$ cat src/sv/sis_pkg.sv
`default_nettype none

package sis_pkg;

  // Number of cells in the sorting chain.
  localparam int unsigned StoreDepth = 32;

  // One input request: a value and the end-of-set mark.
  typedef struct packed {
    logic signed [31:0] value;
    logic               last_value;
  } in_req_t;

  // One output request of the drained run.
  typedef struct packed {
    logic signed [31:0] sorted_value;
    logic               last_of_run;
    logic               overflow;
  } out_req_t;

  // What every cell does in a cycle.
  typedef enum logic [1:0] {
    MODE_HOLD   = 2'd0,
    MODE_INSERT = 2'd1,
    MODE_SHIFT  = 2'd2
  } cell_mode_e;

  // Broadcast from the controller to all cells.
  typedef struct packed {
    cell_mode_e         mode;
    logic signed [31:0] value;
  } cell_ctrl_t;

  // What a cell shows to its neighbors.
  typedef struct packed {
    logic signed [31:0] value;
    logic               valid;
    logic               gt;
  } cell_link_t;

endpackage

`default_nettype wire

$ cat src/sv/sis_cell.sv
`default_nettype none

module sis_cell (
  input  wire                  clk_i,
  input  wire                  rst_ni,
  input  sis_pkg::cell_ctrl_t  ctrl_i,
  input  sis_pkg::cell_link_t  left_i,
  input  sis_pkg::cell_link_t  right_i,
  output sis_pkg::cell_link_t  link_o
);
  import sis_pkg::*;

  logic signed [31:0] value_q, value_d;
  logic               valid_q, valid_d;
  logic               gt;

  // The broadcast value belongs behind this entry when it is strictly greater.
  assign gt = valid_q && (ctrl_i.value > value_q);

  assign link_o.value = value_q;
  assign link_o.valid = valid_q;
  assign link_o.gt    = gt;

  // Keep, take the new value, or take the neighbor's entry.
  always_comb begin
    value_d = value_q;
    valid_d = valid_q;
    case (ctrl_i.mode)
      MODE_INSERT: begin
        if (gt) begin
          value_d = value_q;
          valid_d = valid_q;
        end else if (left_i.gt) begin
          value_d = ctrl_i.value;
          valid_d = 1'b1;
        end else begin
          value_d = left_i.value;
          valid_d = left_i.valid;
        end
      end
      MODE_SHIFT: begin
        value_d = right_i.value;
        valid_d = right_i.valid;
      end
      default: begin
        value_d = value_q;
        valid_d = valid_q;
      end
    endcase
  end

  // Valid flag is control state; the value needs no reset.
  always_ff @(posedge clk_i or negedge rst_ni) begin
    if (!rst_ni) begin
      valid_q <= 1'b0;
    end else begin
      valid_q <= valid_d;
    end
  end

  always_ff @(posedge clk_i) begin
    value_q <= value_d;
  end

endmodule

`default_nettype wire

$ cat src/sv/sorted_insertion_store.sv
// A new value is accepted every cycle while filling. A request marked last starts a drain
// of the stored values, one per cycle while the output does not stall, during which input
// is stalled; results come straight from the head cell of the chain.
// The first result shows in the cycle after the last request is accepted.
// Reset clears all valid flags, the overflow flag and the state; stored values are not reset.
`default_nettype none

module sorted_insertion_store (
  input  wire                clk_i,
  input  wire                rst_ni,
  input  wire                in_valid_i,
  output logic               in_stall_o,
  input  sis_pkg::in_req_t   in_req_i,
  output logic               out_valid_o,
  input  wire                out_stall_i,
  output sis_pkg::out_req_t  out_req_o
);
  import sis_pkg::*;

  typedef enum logic [1:0] {
    ST_FILL  = 2'b01,
    ST_DRAIN = 2'b10
  } state_e;

  state_e     state_q, state_d;
  logic       overflow_q, overflow_d;
  cell_ctrl_t ctrl;
  cell_link_t link [StoreDepth];
  logic       full;
  logic       in_fire;
  logic       out_fire;
  logic       run_last;

  assign full     = link[StoreDepth-1].valid;
  assign run_last = link[0].valid && !link[1].valid;

  // Handshakes.
  assign in_stall_o  = (state_q != ST_FILL);
  assign in_fire     = in_valid_i && !in_stall_o;
  assign out_valid_o = (state_q == ST_DRAIN) && link[0].valid;
  assign out_fire    = out_valid_o && !out_stall_i;

  assign out_req_o.sorted_value = link[0].value;
  assign out_req_o.last_of_run  = run_last;
  assign out_req_o.overflow     = overflow_q;

  // Controller: insert while filling, shift toward the head while draining.
  always_comb begin
    state_d    = state_q;
    overflow_d = overflow_q;
    ctrl.mode  = MODE_HOLD;
    ctrl.value = in_req_i.value;
    case (state_q)
      ST_FILL: begin
        if (in_fire) begin
          if (full) begin
            overflow_d = 1'b1;
          end else begin
            ctrl.mode = MODE_INSERT;
          end
          if (in_req_i.last_value) begin
            state_d = ST_DRAIN;
          end
        end
      end
      ST_DRAIN: begin
        if (out_fire) begin
          ctrl.mode = MODE_SHIFT;
          if (run_last) begin
            state_d    = ST_FILL;
            overflow_d = 1'b0;
          end
        end
      end
      default: begin
        state_d = ST_FILL;
      end
    endcase
  end

  always_ff @(posedge clk_i or negedge rst_ni) begin
    if (!rst_ni) begin
      state_q    <= ST_FILL;
      overflow_q <= 1'b0;
    end else begin
      state_q    <= state_d;
      overflow_q <= overflow_d;
    end
  end

  // The chain of cells, head first.
  for (genvar i = 0; i < StoreDepth; i++) begin : g_cell
    cell_link_t left;
    cell_link_t right;

    if (i == 0) begin : g_head
      assign left = '{value: '0, valid: 1'b0, gt: 1'b1};
    end else begin : g_mid
      assign left = link[i-1];
    end

    if (i == StoreDepth - 1) begin : g_tail
      assign right = '{value: '0, valid: 1'b0, gt: 1'b0};
    end else begin : g_body
      assign right = link[i+1];
    end

    sis_cell u_cell (
      .clk_i   (clk_i),
      .rst_ni  (rst_ni),
      .ctrl_i  (ctrl),
      .left_i  (left),
      .right_i (right),
      .link_o  (link[i])
    );
  end

endmodule

`default_nettype wire

$ cat config.mk
export PLATFORM = sky130hd
export DESIGN_NAME = sorted_insertion_store
export DESIGN_NICKNAME = d
export VERILOG_FILES = /design/src/sv/sis_pkg.sv /design/src/sv/sis_cell.sv /design/src/sv/sorted_insertion_store.sv
export SDC_FILE = /design/constraint.sdc
export NUM_CORES = 2
export LEC_CHECK = 0
export BUFFER_PORTS_ARGS = -buffer_cell sky130_fd_sc_hd__buf_4
export CELL_PAD_IN_SITES_DETAIL_PLACEMENT = 1
export CELL_PAD_IN_SITES_GLOBAL_PLACEMENT = 2
export CORE_MARGIN = 2
export CORE_UTILIZATION = 44
export DETAILED_ROUTE_END_ITERATION = 7
export HOLD_SLACK_MARGIN = 0.05
export PLACE_DENSITY_LB_ADDON = 0.2
export SYNTH_ARGS = -nofsm -noshare
export SYNTH_HDL_FRONTEND = slang
export SYNTH_SLANG_ARGS = --single-unit
$ cat constraint.sdc
create_clock -name clk_i -period 5.3 [get_ports clk_i]
set_input_delay 1.06 -clock clk_i [delete_from_list [all_inputs] [get_ports clk_i]]
set_output_delay 1.06 -clock clk_i [all_outputs]
set_load 0.02 [all_outputs]
# After elaboration in Yosys (flattened, before gate mapping)
# Cells that the tools add are included.
# totals
reg_bits	1059
in_bits	37
out_inout_bits	36
word_cells	419
# op_classes
order_cmp	32
n_eq_ne	42
n_mux	204
reduce_logical	75
# op_table
cell	n
$pmux 32 s2	32
$mux 32	63
$gt 32x32->1	32
$ne 2x2->1 const B	36
$mux 1	69
$pmux 1 s2	33
$reduce_and 2->1	32
$logic_and 1x1->1	36
$mux 2	5
$pmux 2 s2	2
$reduce_and 5->1	1
$eq 2x1->1 const B	2
$eq 2x2->1 const B	2
$ne 2x1->1 const B	2
$reduce_and 4->1	1
$reduce_bool 2->1	2
$logic_not 1->1	3

# Depth between registers and ports, before layout
# logic_depth
ltp_word	8
mapped_depth	12
depth_no_buf	9

# Hierarchy
# From an unflattened synthesis, not the netlist that was laid out.
# hier_totals
hier_cells	8731
area_unflattened_um2	82470.3
# by_module_without_submodules
module	instances	cells_each	area_each_um2	seq_area_each_um2
sis_cell	32	272	2570.0	985.9
sorted_insertion_store	1	27	231.5	76.3

# Least setup slack after synthesis
# OpenSTA, ideal clock, no wires.
# synth_timing
kind	input to register
startpoint	input in_req_i[1] (netlist bit)
endpoint	register g_cell[0].u_cell.value_q[0] (enable)
setup_time_ps	466
arrival_ps	5278
t_required_ps	4834
setup_slack_ps	-443
cell_stages	10
path_buffers	1
cell_sequence	inv_1 -> ha_1 -> nor2b_1 -> o211ai_1 -> a21boi_0 -> o31ai_1 -> a31o_2 -> nand2_1 -> clkbuf_1 -> o21ai_0
# synth_via
elab_chain_cells	4
# synth_lines
item	line	text
start, declared	sorted_insertion_store.sv:13	input sis_pkg::in_req_t in_req_i,
$gt 32x32->1	sis_cell.sv:18	assign gt = valid_q && (ctrl_i.value > value_q);
$logic_and 1x1->1	sis_cell.sv:18	
$ne 2x2->1 (no line)	-	
$reduce_and 2->1 (no line)	-	
end signal, assigned	sis_cell.sv:62	value_q <= value_d;
end, declared	sis_cell.sv:13	logic signed [31:0] value_q, value_d;
# No other way between the ends.
# A chain may end at the register's enable or synchronous reset.

# Final worst setup path
# layout_timing
startpoint	input in_req_i[15] (netlist bit)
endpoint	register g_cell[24].u_cell.value_q[4], data pin
# layout_via
elab_chain_cells	5
# layout_lines
item	line	text
$gt 32x32->1	sis_cell.sv:18	
$logic_and 1x1->1	sis_cell.sv:18	
$mux 32	sis_cell.sv:33	end else if (left_i.gt) begin
$mux 32	sis_cell.sv:30	if (gt) begin
$pmux 32 s2	sis_cell.sv:28	case (ctrl_i.mode)
via g_cell[24].u_cell.value_d[4]	sis_cell.sv:13	
end signal, assigned	sis_cell.sv:62	
end, declared	sis_cell.sv:13	
# The timed path passes the listed nets, and every way through them passes these cells. The select of a mux whose other input is x is not followed.

==> results summary <==
The maximum operating frequency is 227 MHz. The combined global-route utilization of all metal layers came out at 37.0%. The number of buffers created by CTS is 138. The aggregate routed wire length is 345000 µm.

The clock-pin slew on the worst setup and hold paths came out at 60 ps. The max-slew violation count came out at 0. The first-pass GRT wire length is 499000 µm. The actual slew at the worst max-slew pin is 1270 ps. Summed over all cells, the static leakage comes to 36.2 nW. The post-synthesis average cell area is 10.2 µm². The startpoint kind of the worst setup timing path is an input pin.

The floorplan step defined a die boundary enclosing 0.183 mm². The worst-case IR drop observed on VDD is 0.282 mV. The count of flip-flops with a built-in enable after synthesis came out at 1024. In the final layout, the share of cells above drive strength 1 is 12.5%.

The switching power came out at 0.0186 W. The cell sitting at the root of the clock tree is a clkbuf_16. The number of standard cells in the layout, taps in and fillers out came out at 10100. The number of global-route vias before repair came out at 72700. The routed wirelength normalized by instance count is 34.3 µm. Once the floorplan was initialized, standard cells occupied 44.3% of the core.

For this run, the detailed router's first-pass iteration total came to 6. Data on the critical path arrives at its endpoint at 5020 ps. The post-cts repair resize count is 0. Dividing total power by cell area gives a power density of 498 mW/mm². The final design area excluding fillers is 0.0878 mm². The number of maximum-capacitance violations is 0. The flow ran to the end, and the final reports show no timing, DRC or antenna violations. Along the worst path, the maximum fanout reaches 32. For this run the aggregate overflow at the end of global routing stands at 0. The maximum buffer depth of the clock tree is 3. The netlist area before placement came out at 0.0789 mm². The final critical-path share of the clock period came out at 83.0%. Once routing completed, OpenROAD measured the worst setup slack at 903 ps. The number of instances in the synthesized netlist came out at 7725.

For this run, the number of Yosys warnings is 0. The proportion of synthesized chip area in sequential cells is 40.1%. The part of the power in registers is 33.1%. The maximum number of pins on one net before global-route repair came out at 185. The final setup violation count is 0. At the end of the flow, the number of nets in the layout was 8629. The worst clock skew on the final layout is 31.8 ps. The via count came out at 70800. The final hold slack came out at 285 ps. The worst setup slack before clock tree synthesis is 224 ps. The number of setup buffers added after CTS came out at 0. The total cell area at the placement stage came out at 0.0834 mm². Setup repair after global routing left no endpoint under its margin. In the synthesized netlist the dominant register cell turns out to be edfxtp_1.

The library cell used most frequently in the layout, excluding fill and tap cells, is inv_1. The number of instances in the placed design came out at 9813. The deepest level of the CTS H-tree is 4.

The internal power came out at 0.0252 W. The combinational cell fraction of total power came out at 44.7%. The chip height is 427 µm.

The area growth from synthesis to final layout is 11.3%. The number of buffers added on ports is 72. The post-synthesis register bit count came out at 1059. The path class of the tightest hold or removal check is input pin to asynchronous set/reset pin.

The critical path in this run is classified as input pin to register. For this design, the CTS-stage hold fixing added 0 buffers. The count of distinct cell types in the synthesized netlist is 69. The area of the core is 0.178 mm². Once detailed placement completed, the half-perimeter wirelength came to 253000 µm. The depth of the most critical reg-to-reg path is 9. The sink count of the clock tree is 1059. The net count of the mapped netlist is 8756.

The clock share of power came out at 22.2%. The detailed router finished its first iteration with 7425 violations. TritonCTS built the clock tree. The initial antenna violation count was 24.

During I/O placement, the number of pins put on the boundary was 73. Net switching is 42.5% of the power. The beginning of the worst register-to-register path is g_cell[25].u_cell.value_q[9]. The aggregate negative setup slack is 0 ps. The via density per instance is 7.03. The clock period could shrink to 4400 ps.

The die is 427 µm wide. The count of nets left with antenna violations once routing finished came out at 0. The reg2reg setup slack came out at 1370 ps. The number of hold violations in the final report is 0. The congestion estimate from routability-driven global placement came to 1.01.

The worst flop-to-flop path endpoint is g_cell[26].u_cell.value_q[4]. The critical path data required time came out at 5920 ps. The source-to-sink clock delay at the later pin of the worst-skew pair is 830 ps.

For this run, design rule violations remaining after detail routing come to 0. The relative max-transition margin came out at 15.1%. The worst setup path is captured at a register. The library cells used most frequently in the layout, excluding fill and tap cells, are 1035 x inv_1, 1024 x edfxtp_1, 1018 x nand4_1. The async set-reset flop share out of synthesis came out at 3.31%.

The initialized floorplan defines 155 standard-cell rows.
[cell families (layout without fill, tap and decap cells)]
| kind of cell | count (synthesis) | count (layout) | synth area share (%) |
|---|---|---|---|
| flip-flops | 1059 | 1059 | 40.1 |
| other | 0 | 3 | 0 |
| buffers and inverters | 1677 | 1659 | 8.54 |
| multiplexers | 32 | 32 | 0.406 |
| AND/OR/NAND/NOR | 1953 | 1953 | 14.2 |
| AO/OA/AOI/OAI | 2010 | 2010 | 21.0 |
| adder cells (fa/ha/maj) | 994 | 994 | 15.8 |
[synth_stat cells, drive strengths merged, types with 3 or more instances]
cell	count	area share, %
and4b	17	0.22
inv	1036	4.9
o32ai	3	0.033
o311ai	42	0.47
ha	994	16
o22ai	12	0.095
a221o	19	0.24
or3	3	0.024
o21ai	220	1.4
nand3	128	0.81
nor3	18	0.11
o31a	13	0.14
nand2b	10	0.079
nor4	22	0.17
and4	62	0.69
a31oi	32	0.25
a21o	148	1.4
a21oi	389	2.5
o211ai	66	0.67
a2111oi	20	0.36
nand4b	17	0.19
or2	5	0.040
a21boi	20	0.19
nand4	1018	8.1
a221oi	23	0.28
edfxtp	1024	39
a211oi	25	0.26
or4	33	0.33
o41ai	16	0.18
and2	42	0.33
clkbuf	443	2.1
nor2	88	0.42
o221ai	899	12
nor4bb	16	0.20
o21a	15	0.14
dfrtp	34	1.1
o31ai	37	0.37
nand2	417	2.0
mux2i	32	0.41
nor2b	50	0.40
buf	198	1.5
[how the worst max path moves through the flow]
| stage | startpoint | end | slack (ps) | cells after the start |
|---|---|---|---|---|
| 2_1_floorplan | in_req_i[1] | g_cell[19].u_cell.value_q[0] | 210 | 11 |
| 3_3_place_gp | in_req_i[28] | g_cell[23].u_cell.value_q[0] | 320 | 12 |
| 3_5_place_dp | in_req_i[31] | g_cell[23].u_cell.value_q[4] | 220 | 12 |
| 4_1_cts | in_req_i[31] | g_cell[23].u_cell.value_q[4] | 1090 | 12 |
| 5_1_grt | in_req_i[31] | g_cell[23].u_cell.value_q[4] | 820 | 12 |
| 6_report | in_req_i[15] | g_cell[24].u_cell.value_q[4] | 900 | 10 |
[metrics by stage]
| step | power, W | utilization [%] |
|---|---|---|
| floorplan | 0.0267 | - |
| global placement | 0.0327 | 46.8 |
| detailed placement | 0.0336 | 46.8 |
| CTS | 0.0434 | 49.3 |
| global route | 0.0458 | 49.3 |
| finish | 0.0437 | 49.3 |
[power by group through the flow]
stage	combinational [W]	clock (W)	sequential (W)
finish	0.0195	0.00972	0.0145
CTS	0.0192	0.00979	0.0144
detailed placement	0.0191	0	0.0146
global placement	0.0182	0	0.0145
global route	0.0211	0.0101	0.0146
floorplan	0.0129	0	0.0138
[worst max-delay path, stage by stage]
cell,delay [ps]
buf_4,460
buf_4,260
ha_1,260
nand4_1,200
nor4_1,150
a21boi_0,160
o41ai_1,990
a21o_1,1060
nand4_1,220
o221ai_1,140
[layout make-up]
cell class	instances	area [µm²]
Fill cell	19200	90400
Multi-Input combinational cell	4989	41200
Sequential cell	1059	31600
Inverter	1036	3890
Timing Repair Buffer	374	3770
Clock buffer	178	3620
Tap cell	2355	2950
Clock inverter	71	831
Antenna cell	3	7.51
[state kept, by name, indices dropped and copies added (netlist names)]
signal                 flops
g_cell.u_cell.valid_q     32
g_cell.u_cell.value_q   1024
overflow_q                 1
state_q                    2
[routing by layer]
metal / GRT usage [%] / part of all wire (%) / vias to the layer above
li1: - / - / 30500
met4: 21.8 / 6.7 / 4
met2: 58.4 / 45 / 3404
met1: 47.4 / 40 / 35900
met3: 6.82 / 7.9 / 946
met5: 0 / 0.0075 / -
Note: power is estimated with default switching activity, not from simulation.
